**src/hdl/swrl_pkg.sv**
```systemverilog
// Shared types and constants for the sliding window rate limiter.
package swrl_pkg;

    localparam int SLOTS_DEFAULT = 100;
    localparam int OUT_DEPTH     = 8;
    localparam int OUT_CW        = $clog2(OUT_DEPTH + 1);
    localparam int WIN_W         = 39;

    localparam logic [31:0]      CNT_MAX = 32'hFFFF_FFFF;
    localparam logic [WIN_W-1:0] WIN_MAX = 39'h7F_FFFF_FFFF;

    typedef enum logic [1:0] {
        CMD_TICK    = 2'd0,
        CMD_REQUEST = 2'd1,
        CMD_OPEN    = 2'd2,
        CMD_CLOSE   = 2'd3
    } cmd_t;

    typedef struct packed {
        logic             accepted;
        logic [63:0]      commands_total;
        logic [63:0]      connections_total;
        logic [31:0]      live_clients;
        logic [WIN_W-1:0] window_total;
    } res_t;

endpackage

```
**src/hdl/swrl_mod_unit.sv**
```systemverilog
// Two-stage reciprocal pipeline that reduces the tick time modulo SLOTS.
module swrl_mod_unit
    import swrl_pkg::*;
#(
    parameter int SLOTS = SLOTS_DEFAULT
)
(
    input  logic                     clk,
    input  logic                     rst_n,
    input  logic                     in_valid,
    input  cmd_t                     in_cmd,
    input  logic [31:0]              in_secs,
    output logic                     out_valid,
    output cmd_t                     out_cmd,
    output logic [$clog2(SLOTS)-1:0] out_slot
);

    localparam int SW = $clog2(SLOTS);
    localparam int K  = 32 + SW;
    localparam logic [32:0] RECIP = 33'((65'(1) << K) / SLOTS);

    logic        valid_a_reg;
    cmd_t        cmd_a_reg;
    logic [31:0] secs_a_reg;
    logic [64:0] prod_a_reg;
    logic [64:0] prod_next;

    logic        valid_b_reg;
    cmd_t        cmd_b_reg;
    logic [31:0] secs_b_reg;
    logic [31:0] qd_b_reg;
    logic [31:0] q_a;
    logic [31:0] qd_next;

    logic [31:0] rem;
    logic [31:0] rem_sub;

    assign prod_next = {33'd0, in_secs} * {32'd0, RECIP};
    assign q_a       = 32'(prod_a_reg >> K);
    assign qd_next   = 32'({32'd0, q_a} * 64'(SLOTS));

    always_ff @(posedge clk or negedge rst_n)
    begin
        if (!rst_n)
        begin
            valid_a_reg <= 1'b0;
            valid_b_reg <= 1'b0;
        end
        else
        begin
            valid_a_reg <= in_valid;
            valid_b_reg <= valid_a_reg;
        end
    end

    always_ff @(posedge clk)
    begin
        cmd_a_reg  <= in_cmd;
        secs_a_reg <= in_secs;
        prod_a_reg <= prod_next;
        cmd_b_reg  <= cmd_a_reg;
        secs_b_reg <= secs_a_reg;
        qd_b_reg   <= qd_next;
    end

    // Correct the quotient estimate, which may be one low
    assign rem     = secs_b_reg - qd_b_reg;
    assign rem_sub = rem - 32'(SLOTS);

    assign out_valid = valid_b_reg;
    assign out_cmd   = cmd_b_reg;
    assign out_slot  = (rem >= 32'(SLOTS)) ? rem_sub[SW-1:0] : rem[SW-1:0];

`ifndef NO_ASSERTIONS
    a_slot_range: assert property (@(posedge clk) disable iff (!rst_n)
        out_valid && (out_cmd == CMD_TICK) |-> (32'(out_slot) < 32'(SLOTS)))
        else $error("tick slot out of range");
`endif

endmodule

```
**config.mk**
```make
export PLATFORM = sky130hd
export DESIGN_NAME = swrl_mod_unit
export DESIGN_NICKNAME = d
export VERILOG_FILES = /design/src/hdl/swrl_pkg.sv /design/src/hdl/swrl_mod_unit.sv
export SDC_FILE = /design/constraint.sdc
export NUM_CORES = 1
export LEC_CHECK = 0
export BUFFER_PORTS_ARGS = -buffer_cell sky130_fd_sc_hd__buf_2
export CORE_ASPECT_RATIO = 0.7
export CORE_MARGIN = 2
export CORE_UTILIZATION = 42
export CTS_CLUSTER_DIAMETER = 30
export DETAILED_ROUTE_END_ITERATION = 16
export HOLD_SLACK_MARGIN = 0.12
export PLACE_DENSITY_LB_ADDON = 0.25
export SYNTH_ARGS = -nofsm -noshare
export SYNTH_HDL_FRONTEND = slang
export SYNTH_SLANG_ARGS = --single-unit
export TNS_END_PERCENT = 50
```
**constraint.sdc**
```tcl
create_clock -name clk -period 11.3 [get_ports clk]
set_input_delay 1.695 -clock clk [delete_from_list [all_inputs] [get_ports clk]]
set_output_delay 1.695 -clock clk [all_outputs]
set_load 0.01 [all_outputs]
```
# Word-level counts from Yosys, hierarchy flattened

Cells that the tools add are included.

Register bits after elaboration: 164
Latch bits: 0
RAM bits: 0
Bits in read-only memories: 0
Output and inout bits: 10
Logic and storage cells: 14
Memories: 0

Add/subtract/negate cells: 2
$mul: 2
Div/mod/pow operators: 0
Order comparisons: 1
Eq/ne operators: 0
Shift operators: 0
Multiplexer cells: 1
Bitwise operators: 0
Reduce and logical (&&, ||, !) cells: 0

Operators with widths:

| cell                                                                | count |
|---|---|
| multiplier 32 x 32 -> 64 bit (second input constant)                | 1 |
| greater-or-equal comparator 32 x 7 -> 1 bit (second input constant) | 1 |
| subtractor 32 bit                                                   | 1 |
| multiplier 26 x 5 -> 30 bit (second input constant)                 | 1 |
| 2-to-1 mux 7 bit                                                    | 1 |
| subtractor 7 bit (second input constant)                            | 1 |

# Longest topological paths before layout

Depth after elaboration: 3
Mapped depth: 26
Depth with buffers taken out: 26

# Least setup slack after synthesis

Ideal clock, no wire load.

Path kind: input-to-reg
Start point: input port in_secs[15]
End point: register prod_a_reg[61]
Library setup time: 0.072 ns
Arrival time: 7.918 ns
Required time: 11.228 ns
Slack: 3.310 ns
Cell stages on the path: 24
Path buffers: 0
Path through: inv_1 > fa_1 > inv_1 > ha_1 > inv_1 > fa_1 > fa_1 > inv_1 > fa_1 > fa_1 > fa_1 > fa_1 > ha_1 > a21o_1 > a21o_1 > a21o_1 > a211o_1 > o31ai_1 > a2bb2oi_1 > o2111ai_1 > a31oi_1 > a211o_1 > a21oi_1 > xnor2_1

Cells in the longest elaborated chain, start to end: 1

Ends and longest elaborated chain:

| what                         | RTL line            | RTL |
|---|---|---|
| from (decl)                  | swrl_mod_unit.sv:12 | `input logic [31:0] in_secs,` |
| multiplier 32 x 32 -> 64 bit | swrl_mod_unit.sv:38 | `assign prod_next = {33'd0, in_secs} * {32'd0, RECIP};` |
| via prod_next[61]            | swrl_mod_unit.sv:26 | `logic [64:0] prod_next;` |
| to (signal assigned)         | swrl_mod_unit.sv:60 | `prod_a_reg <= prod_next;` |
| to (decl)                    | swrl_mod_unit.sv:25 | `logic [64:0] prod_a_reg;` |

The timed path passes the listed nets, and every way through them passes these cells.

# Worst setup path after layout

Ends and elaborated chain as after synthesis.

==> out/results.ini <==
[route]
detail-route-antenna-nets=0
drt_pass1_iterations=5
via_count=16400
drtIter0Drc=1164
drt-vias-per-instance=5.13
postRouteWirelength_um=67500
remaining_drc_errors=0
routed_wire_length_per_instance_um=21.1

[clock_network]
clock_sink_count=126
cts_root_buf=clkbuf_16
cts_hold_buf=0
h-tree-depth=4
cts-root-to-sink-buffers=2
cts-resized-gates=0
tritoncts.num_buffers=17
cts.clk_slew.worst_paths_ns=0.06
tritoncts=built
post_cts.repair.setup_buffers=0
clock_insertion_delay_worst_skew_ns=0.44

[logic_synthesis]
synth-warning-count=0
synth_edf_count=0
yosys-top-cells-area=fa_1, ha_1, inv_1, dfxtp_1, a21o_1
synth_area_per_cell_sq_um=10.0
synth_sequential_area_ratio=0.106
yosys.cell_types.count=88
synth_top_cell_by_area=fa_1
synth_top_area_share=0.343
post_synth_instance_area_sq_um=23900
synth.ff_latch_count=126
post-synth-top-count-cell=inv_1
top_post_synthesis_cells_by_count=inv_1, ha_1, fa_1, dfxtp_1, a21oi_1
netlist_instances=2387
synth_async_sr_flop_share=0.0159
synth_fp_nets=3342
yosys_most_used_dff=dfxtp_1

[global_route]
grt_antenna_before_repair=3
pin_count_of_the_biggest_net_entering_global_routing=17
grt_overflow_total=0
grt_pass1_wl_um=104000
first_global_vias=16900
grt.total_usage=0.240

[critical_path]
critical_path_capture_point=prod_a_reg[61]$_DFF_P_
critical_path.startpoint_type=input pin
worst-r2r-setup-slack_ns=6.42
path_max_fanout=10
cp_top_family=adder cells
worstPathRequired_ns=11.67
cpMaxStageDelayCell=fa_1
worstSetupEndpointType=flop
endpoint_of_the_most_critical_register_to_register_path=qd_b_reg[30]$_DFF_P_
r2r-start=prod_a_reg[40]$_DFF_P_
timing.reg2reg.worst_path_depth=15
cp.buffers_inverters=5
worstSetupPathType=in -> reg
biggest_cell_delay_along_the_critical_path_ns=0.57
timing.critical_path.depth=25
startpoint=in_secs[15]
critPathArrivalTime_ns=9.32
cpMostUsedCell=fa_1

[floorplan]
die_height_um=204
design.core.area_sq_um=56500
design.die.area_sq_um=58900
initial_utilization=0.423
std_cell_rows=73
die_x_um=289
pin_count=47

[sta]
max_clock_freq_mhz=112
share_of_the_cycle_needed_by_the_critical_path_after_routing=0.792
final.min_clock_period_ns=8.95
finalHoldViolations=0
setup-tns-final_ns=0
timing.final.max_slew_violations=0
rsz0062_at_grt=no
timing.final.setup_violations=0
timing.slew.headroom=0.554
clock-skew-final_ns=0.0121
worstMarginPinSlew_ns=0.669

[place]
port_buffers=46
hpwl_um=60500
globalplace.congestion=0.988

[outcome]
status=complete, no violations

[hold_path]
worst_hold_path_type=reg -> reg

[finish]
syn2layout_area_growth_pct=6.74
final_net_count=3389
proportion_of_layout_cells_with_a_drive_suffix_above_1=0.0429
layout.filler_cells=5465

[job]
cap_viol_max_count=0

[worst register-to-register path, stage by stage (launching register included)]
cell and delay, ns:
dfxtp_1 0.59, ha_1 0.33, ha_1 0.29, ha_1 0.33, fa_1 0.46, a21o_1 0.20, a21oi_1 0.27, o21ai_1 0.18
a21oi_1 0.33, o31ai_1 0.18, o311ai_1 0.37, a21oi_1 0.16, or4_1 0.45, a31o_2 0.26, a21oi_1 0.16, xnor2_1 0.19
[through the flow]
| stage | cell area [sq um] | instances | worst slack [ns] | hold WS [ns] | util |
|---|---|---|---|---|---|
| finish | 25500 | 3198 | 2.35 | 0.326 | 0.451 |
| global route | 25500 | 3197 | 2.18 | 0.330 | 0.451 |
| CTS | 25500 | 3197 | 2.49 | 0.325 | 0.451 |
| detailed placement | 24900 | 3165 | 2.07 | 0.312 | 0.440 |
| global placement | 24900 | 3165 | 2.08 | 0.310 | 0.440 |
| floorplan | 23900 | 2387 | 3.31 | 0.310 | - |
[cells by family (layout without fill, tap and decap cells)]
family	after synthesis	after routing	synth area share
fa+ha+maj	918	918	0.609
mux	5	5	0.00220
xor+xnor	69	69	0.0253
buf+inv	753	813	0.123
flops	126	126	0.106
simple gates	207	207	0.0448
other cells	0	1	0
compound gates	309	309	0.0901
[routing by layer]
layer  vias up  track usage  wire, um
met2       511        0.317     26000
met1      8230        0.388     34700
met4         0       0.0331       483
li1       7631            -         -
met3        32       0.0657      6340
met5         -            0         0
[worst min path at each step]
stage / cells past startpoint / slack, ns / endpoint / from
final: 0 / 0.33 / secs_b_reg[0]$_DFF_P_ / secs_a_reg[0]$_DFF_P_
after global routing: 0 / 0.33 / secs_b_reg[21]$_DFF_P_ / secs_a_reg[21]$_DFF_P_
after CTS: 0 / 0.33 / secs_b_reg[21]$_DFF_P_ / secs_a_reg[21]$_DFF_P_
after detailed placement: 0 / 0.31 / secs_b_reg[21]$_DFF_P_ / secs_a_reg[21]$_DFF_P_
after global placement: 0 / 0.31 / out_cmd[0]$_DFF_P_ / cmd_a_reg[0]$_DFF_P_
after floorplan: 0 / 0.31 / out_cmd[0]$_DFF_P_ / cmd_a_reg[0]$_DFF_P_
[cell usage in the layout, fill, tap and decap left out, types with 10 or more instances in the layout]
master,n
ha_1,508
fa_1,410
nand3_1,15
o21a_1,10
nand2b_1,17
nor3_1,21
inv_1,735
o21ai_0,44
and3_1,13
xnor2_1,50
xor2_1,19
nor2_1,54
a21oi_1,84
buf_2,46
clkbuf_16,17
nand2_1,35
dfxtp_1,124
nand4_1,16
a21o_1,68
[cell type report]
cell class | instances | area [sq um] | area share
Sequential cell | 126 | 2530 | 0.0992
Inverter | 735 | 2760 | 0.108
Clock inverter | 14 | 181 | 0.00711
Antenna cell | 1 | 2.50 | 0.0000981
Tap cell | 750 | 938 | 0.0368
Timing Repair Buffer | 46 | 230 | 0.00902
Clock buffer | 18 | 429 | 0.0168
Multi-Input combinational cell | 1508 | 18400 | 0.723
Power is left out: the tool's default activity adds up to more than one toggle a clock period on the data nets, which glitch-free logic cannot reach.
