===== src/hdl/swrl_pkg.sv =====
// Shared types and constants for the sliding window rate limiter.
package swrl_pkg;

    localparam int SLOTS_DEFAULT = 100;
    localparam int OUT_DEPTH     = 8;
    localparam int OUT_CW        = $clog2(OUT_DEPTH + 1);
    localparam int WIN_W         = 39;

    localparam logic [31:0]      CNT_MAX = 32'hFFFF_FFFF;
    localparam logic [WIN_W-1:0] WIN_MAX = 39'h7F_FFFF_FFFF;

    typedef enum logic [1:0] {
        CMD_TICK    = 2'd0,
        CMD_REQUEST = 2'd1,
        CMD_OPEN    = 2'd2,
        CMD_CLOSE   = 2'd3
    } cmd_t;

    typedef struct packed {
        logic             accepted;
        logic [63:0]      commands_total;
        logic [63:0]      connections_total;
        logic [31:0]      live_clients;
        logic [WIN_W-1:0] window_total;
    } res_t;

endpackage


===== src/hdl/swrl_out_fifo.sv =====
// Result queue that parts the pipeline from the output handshake.
module swrl_out_fifo
    import swrl_pkg::*;
#(
    parameter int DEPTH = OUT_DEPTH
)
(
    input  logic clk,
    input  logic rst_n,
    input  logic push,
    input  res_t push_data,
    output logic pop_valid,
    input  logic pop_ready,
    output res_t pop_data
);

    localparam int AW = $clog2(DEPTH);
    localparam int CW = $clog2(DEPTH + 1);

    res_t          data_mem [DEPTH];
    logic [AW-1:0] wr_ptr_reg;
    logic [AW-1:0] rd_ptr_reg;
    logic [CW-1:0] count_reg;
    logic          pop;

    assign pop       = pop_valid && pop_ready;
    assign pop_valid = (count_reg != '0);
    assign pop_data  = data_mem[rd_ptr_reg];

    always_ff @(posedge clk)
    begin
        if (push)
        begin
            data_mem[wr_ptr_reg] <= push_data;
        end
    end

    always_ff @(posedge clk or negedge rst_n)
    begin
        if (!rst_n)
        begin
            wr_ptr_reg <= '0;
            rd_ptr_reg <= '0;
            count_reg  <= '0;
        end
        else
        begin
            if (push)
            begin
                wr_ptr_reg <= (wr_ptr_reg == AW'(DEPTH - 1)) ? '0 : wr_ptr_reg + AW'(1);
            end
            if (pop)
            begin
                rd_ptr_reg <= (rd_ptr_reg == AW'(DEPTH - 1)) ? '0 : rd_ptr_reg + AW'(1);
            end
            count_reg <= count_reg + CW'(push) - CW'(pop);
        end
    end

`ifndef NO_ASSERTIONS
    a_no_overflow: assert property (@(posedge clk) disable iff (!rst_n)
        push |-> (count_reg != CW'(DEPTH)) || pop)
        else $error("result queue overflow");
`endif

endmodule


===== config.mk =====
export PLATFORM = sky130hd
export DESIGN_NAME = swrl_out_fifo
export DESIGN_NICKNAME = d
export VERILOG_FILES = /design/src/hdl/swrl_pkg.sv /design/src/hdl/swrl_out_fifo.sv
export SDC_FILE = /design/constraint.sdc
export NUM_CORES = 2
export LEC_CHECK = 0
export BUFFER_PORTS_ARGS = -buffer_cell sky130_fd_sc_hd__buf_2
export CAP_MARGIN = 20
export CORE_MARGIN = 5
export CORE_UTILIZATION = 30
export CTS_CLUSTER_DIAMETER = 120
export DETAILED_ROUTE_END_ITERATION = 8
export GPL_ROUTABILITY_DRIVEN = 0
export PLACE_DENSITY = 0.58
export SKIP_LAST_GASP = 1
export SLEW_MARGIN = 20
export SYNTH_ARGS = -nofsm -noshare
export SYNTH_HDL_FRONTEND = slang
export SYNTH_SLANG_ARGS = --single-unit

===== constraint.sdc =====
create_clock -name clk -period 15.4 [get_ports clk]
set_input_delay 3.08 -clock clk [delete_from_list [all_inputs] [get_ports clk]]
set_output_delay 3.08 -clock clk [all_outputs]
set_load 0.03 [all_outputs]

## Yosys cells after proc, flatten, opt, wreduce, memory -nomap -nowiden

Memory sizes are Yosys's and may differ from the RTL's.
Index checks and enable logic that the tools add are counted.
Widths: inputs -> output; s select.

- Register bits: 10
- Output and inout port bits: 201
- Memories kept: 1
- Bits of input ports: 204
- Word-level logic and storage cells: 16
- Memory bits (writable): 1,600

Memories:

| memory | words | width | read ports | clocked after memory_dff | write ports | RTL line | source |
|---|---|---|---|---|---|---|---|
| data_mem | 8 | 200 | 1 | 0 | 1 | swrl_out_fifo.sv:20 | `res_t data_mem [DEPTH];` |

- Reductions and logical operators: 2
- Muxes and demuxes: 4
- Add/sub/neg operators: 4
- Equality and inequality tests: 2

Operator list:

| cell | number |
|---|---|
| $add 3x1->3 const B | 2 |
| $eq 3x3->1 const B | 2 |
| $mux 3 | 2 |
| $add 4x1->4 | 1 |
| $reduce_bool 4->1 | 1 |
| $sub 4x1->4 | 1 |
| $mux 1 | 2 |
| $logic_and 1x1->1 | 1 |

## Logic depth before layout (Yosys ltp)

- Word-level depth: 3
- Mapped depth: 11
- Gate-level depth less buffers: 11

## Worst setup path after synthesis

OpenSTA, ideal clock, no wires.

- Path type: in2reg
- Start: in push
- End: mem data_mem[0][0] (netlist bit) (enable)
- Data arrival time: 16.639 ns
- Buffers on the path: 0
- Required time: 14.395 ns
- Stages on the path: 2
- Path slack: -2.244 ns
- Library setup time: 1.005 ns
- Path through: nand2b_1 -> nor3_1

- Word-level cells in the longest chain between the ends: 2

RTL lines:

| what | RTL line | source |
|---|---|---|
| start: declaration | swrl_out_fifo.sv:10 | `input logic push,` |
| $mux 1 | swrl_out_fifo.sv:32 | `if (push)` |
| $mux 1 (implied by the code) | swrl_out_fifo.sv:34 | `data_mem[wr_ptr_reg] <= push_data;` |
| end: declaration | swrl_out_fifo.sv:20 |  |

No other way between the ends.

==> results.md <==
- The post-detailed-route wirelength per cell is 23.4 microns.
- Ranked by total cell area, the synthesized netlist is headed by sky130_fd_sc_hd__edfxtp_1 79%, sky130_fd_sc_hd__mux4_2 15%, sky130_fd_sc_hd__mux2_2 3.8%.
- Walking the worst path, the cells encountered are buf_12 > buf_12 > mux4_2 > mux2_2 > buf_2.
- The gate count after technology mapping is 2,369.
- In the routed design, unresolved DRC markers number 0.
- The startpoint type of the worst setup path is a register.
- The top cell type by area accounts for 79.2% of the synthesized area.
- After clock tree synthesis, the clock-pin slew on the worst setup and hold paths is 60 ps.
- Counting flops with an async set or reset pin after synthesis yields a share of 0.621%.
- The finished cells cover 0.0713 sq mm.
- No sink is reached through more buffers than the 3 on the longest clock path.
- The largest fanout on the critical path is 93.
- The Yosys step of the flow raised 0 warnings.
- In the synthesized netlist, the cells that appear most often are 1,600 x sky130_fd_sc_hd__edfxtp_1, 400 x sky130_fd_sc_hd__mux4_2, 205 x sky130_fd_sc_hd__mux2_2.
- The total negative setup slack is 0 ps.
- The number of unique standard cell types used by synthesis is 22.
- STA classifies the critical path endpoint as an output pin.
- Entering global routing, the biggest net connects 133 pins.
- Global routing used 12.6% of the available tracks.
- The completed layout was analyzed and its total power is 14.3 mW.
- The via count of the first global-routing pass was 28,521.
- For the worst-skew pair, the clock arrives at the later sink with an insertion delay of 800 ps.
- The flow ran to the end, and the final reports show no timing, DRC or antenna violations.
- The synthesized flop and latch total is 1,610.
- Setup repair after global routing left no endpoint under its margin.
- The hold-critical path depth is 1.
- The number of nets at the end of the flow is 3,096.
- The die width is 460 microns.
- The final route contains 26,446 vias.
- Summing the sequential cell areas from Yosys gives 79.6% of the chip area.
- The number of vias per cell is 4.63.
- The leakage dissipation is 22.7 nW.
- The clock net in this run drives a total of 1,610 sinks.
- The count of H-tree levels built during CTS is 4.
- Headroom to the max-slew limit came out at 12.2%.
- In the final layout, the share of cells above drive strength 1 is 43.3%.
- By instance count, the cell type seen most on the critical path is sky130_fd_sc_hd__buf_12.
- The initial cell density of the core is 30.1%.
- For the worst setup path, the data arrival time is 4360 ps.
- In this run the count of I/O pins placed on the die edge is 405.
- When the netlist entered floorplanning its net count stood at 2,583.
- The floorplan step defined a core boundary enclosing 0.202 sq mm.
- After detailed placement, the total cell area comes to 0.0658 sq mm.
- The met2 routed wirelength is 66,500 microns.
- Gates resized during post-CTS repair numbered 0.
- The root buffer cell chosen for the clock tree is sky130_fd_sc_hd__clkbuf_16.
- The share of the clock period used by the worst path is 48.3%.
- The largest vdd supply drop is 0.167 mV.
- The synthesis-to-finish area growth is 17.6%.
- The setup clock skew after layout is 18.8 ps.
- In the final routing, the length of wire on met1 measures 54,600 microns.
- The final layout contains routed wiring with a total length of 134,000 microns.
- The leading register cell type out of synthesis is sky130_fd_sc_hd__edfxtp_1.
- Once detailed placement completed, the half-perimeter wirelength came to 74,300 microns.
- TritonCTS created 171 clock buffers.
- The number of failing setup endpoints in the final timing report is 0.
- The final max-slew violation count is 0.
- At the worst endpoint, the required time is 12,320 ps.
- Based on the critical path, the design can be clocked at up to 134 MHz.
- Summing every instance area after synthesis gives 0.0607 sq mm.
- sky130_fd_sc_hd__edfxtp_1 is the most common cell in the netlist.
- Yosys mapped a number of flops with a built-in enable equal to 1,600.
- The total setup buffers inserted after CTS is 0.
- The highest metal layer carrying signal wires in the routed design is met5.
- The flip-flop count of the largest register, all copies and words added is 1,600.
- For the worst flop-to-flop path, the logic depth is 5.
- The number of hold-repair buffers added at the cts stage is 0.
- The hold violation count in the final report came to 0.
- The first TritonRoute pass finished after 5 iterations.
- Summed over all layers, the global routing overflow is 0.
- The worst stage delay on the critical path is 850 ps.
- The count of antenna-violating nets left after detailed routing is 0.
- The average footprint of a synthesized cell is 25.6 sq um.
- The library cell with the largest summed area after synthesis is sky130_fd_sc_hd__edfxtp_1.
- The starting DRC count in detailed routing is 1,926.
- The slowest stage cell on the critical path is sky130_fd_sc_hd__dfrtp_4.
- The overall die height is 460 microns.
- Across the run, the number of max-cap violations was 0.
- The worst min-delay path category is register to register.
- By startpoint and endpoint, the worst setup path is classified as register to output pin.
- The die covers 0.211 sq mm.
- The number of antenna violations at the first check in global routing was 43.
- The final critical-path required period is 7440 ps.
- The final worst hold slack is 590 ps.
- The first-pass GRT wire length is 197,000 microns.
- The routed design uses 9790 microns of met3 wire.
- The count of standard-cell rows is 165.
- For this run, the share of the core covered by cells in the final layout is 35.4%.
- The power density relative to cell area is 201 mW/mm^2.
- At the pin with the least slew margin, the transition time is 1320 ps.
- The clock tree from TritonCTS is done.
- Port buffering added 404 buffers.
[logic make-up (layout without fill, tap and decap cells)]
group                    after synthesis  after routing  synth area share [%]
flip-flops                          1610           1610                  79.6
buffers and inverters                120            772                  1.30
multiplexers                         605            605                  18.7
AO/OA/AOI/OAI                          3              3                0.0289
AND/OR/NAND/NOR                       19             19                 0.149
XOR/XNOR                               2              2                0.0289
adder cells (fa/ha/maj)               10             10                 0.219
other                                  0             22                     0
[per-stage QoR]
step	setup slack, ps	cells
floorplan	3130	2369
global placement	8630	5381
detailed placement	8620	5381
CTS	7690	5693
global route	7510	5698
finish	7960	5715
[per-layer routing]
metal / up-vias / global-route usage, %
met5: - / 0
li1: 11307 / -
met4: 20 / 3.33
met3: 242 / 4.11
met2: 653 / 21.1
met1: 14224 / 15.9
[placed cells by master (no fill, tap or decap), types with 2 or more instances in the layout]
cell / synthesis / routed
sky130_fd_sc_hd__edfxtp_1: 1600 / 1600
sky130_fd_sc_hd__buf_2: 12 / 404
sky130_fd_sc_hd__mux4_2: 400 / 400
sky130_fd_sc_hd__mux2_2: 205 / 205
sky130_fd_sc_hd__clkbuf_16: 0 / 172
sky130_fd_sc_hd__clkbuf_1: 39 / 42
sky130_fd_sc_hd__buf_4: 0 / 39
sky130_fd_sc_hd__clkinv_1: 0 / 30
sky130_fd_sc_hd__clkinv_2: 0 / 25
sky130_fd_sc_hd__diode_2: 0 / 22
sky130_fd_sc_hd__ha_1: 9 / 9
sky130_fd_sc_hd__buf_12: 0 / 9
sky130_fd_sc_hd__inv_1: 8 / 8
sky130_fd_sc_hd__bufinv_16: 0 / 8
sky130_fd_sc_hd__inv_6: 0 / 8
sky130_fd_sc_hd__clkinv_4: 0 / 7
sky130_fd_sc_hd__dfrtp_1: 10 / 7
sky130_fd_sc_hd__nor2_4: 0 / 6
sky130_fd_sc_hd__clkinv_16: 0 / 6
sky130_fd_sc_hd__clkinv_8: 0 / 5
sky130_fd_sc_hd__nand2_1: 4 / 4
sky130_fd_sc_hd__clkbuf_8: 0 / 4
sky130_fd_sc_hd__clkinvlp_4: 0 / 3
sky130_fd_sc_hd__dfrtp_4: 0 / 3
sky130_fd_sc_hd__xor2_1: 2 / 2
sky130_fd_sc_hd__nand2b_1: 2 / 2
sky130_fd_sc_hd__nor3_4: 0 / 2
sky130_fd_sc_hd__nor2_1: 8 / 2
sky130_fd_sc_hd__inv_16: 0 / 2
[layout make-up]
class | instances | area, sq um
fillers | 18458 | 130000
flip-flops and latches | 1610 | 48300
multi-input cells | 639 | 11600
clock buffers | 218 | 4520
well taps | 2672 | 3340
repair buffers | 452 | 2490
clock inverters | 94 | 933
diodes | 22 | 55.1
inverters | 8 | 30.0
[worst paths after layout]
check	startpoint	endpoint	slack, ps
min in group asynchronous	rst_n	wr_ptr_reg[2]$_DFFE_PN0P_	2150
worst min register to register	wr_ptr_reg[2]$_DFFE_PN0P_	wr_ptr_reg[2]$_DFFE_PN0P_	590
worst max register to register	wr_ptr_reg[2]$_DFFE_PN0P_	data_mem[4][139]$_DFFE_PP_	11770
worst min-delay path	wr_ptr_reg[2]$_DFFE_PN0P_	wr_ptr_reg[2]$_DFFE_PN0P_	590
worst max-delay path	rd_ptr_reg[0]$_DFFE_PN0P_	pop_data[30]	7960
max in group asynchronous	rst_n	rd_ptr_reg[1]$_DFFE_PN0P_	13030
[worst max-delay path: cells and delay by family (launching register included)]
kind | cells | cell delay, ps
buf+inv | 3 | 1340
mux | 2 | 920
flops | 1 | 850
[where the power goes]
group / leakage (nW) / total [mW] / internal [mW] / switching (mW)
Combinational: 5.37 / 4.71 / 1.86 / 2.85
Clock: 2.64 / 3.94 / 2.23 / 1.70
Sequential: 14.6 / 5.68 / 5.48 / 0.200
Total: 22.7 / 14.3 / 9.57 / 4.75
Power figures use the tool's default switching activity.
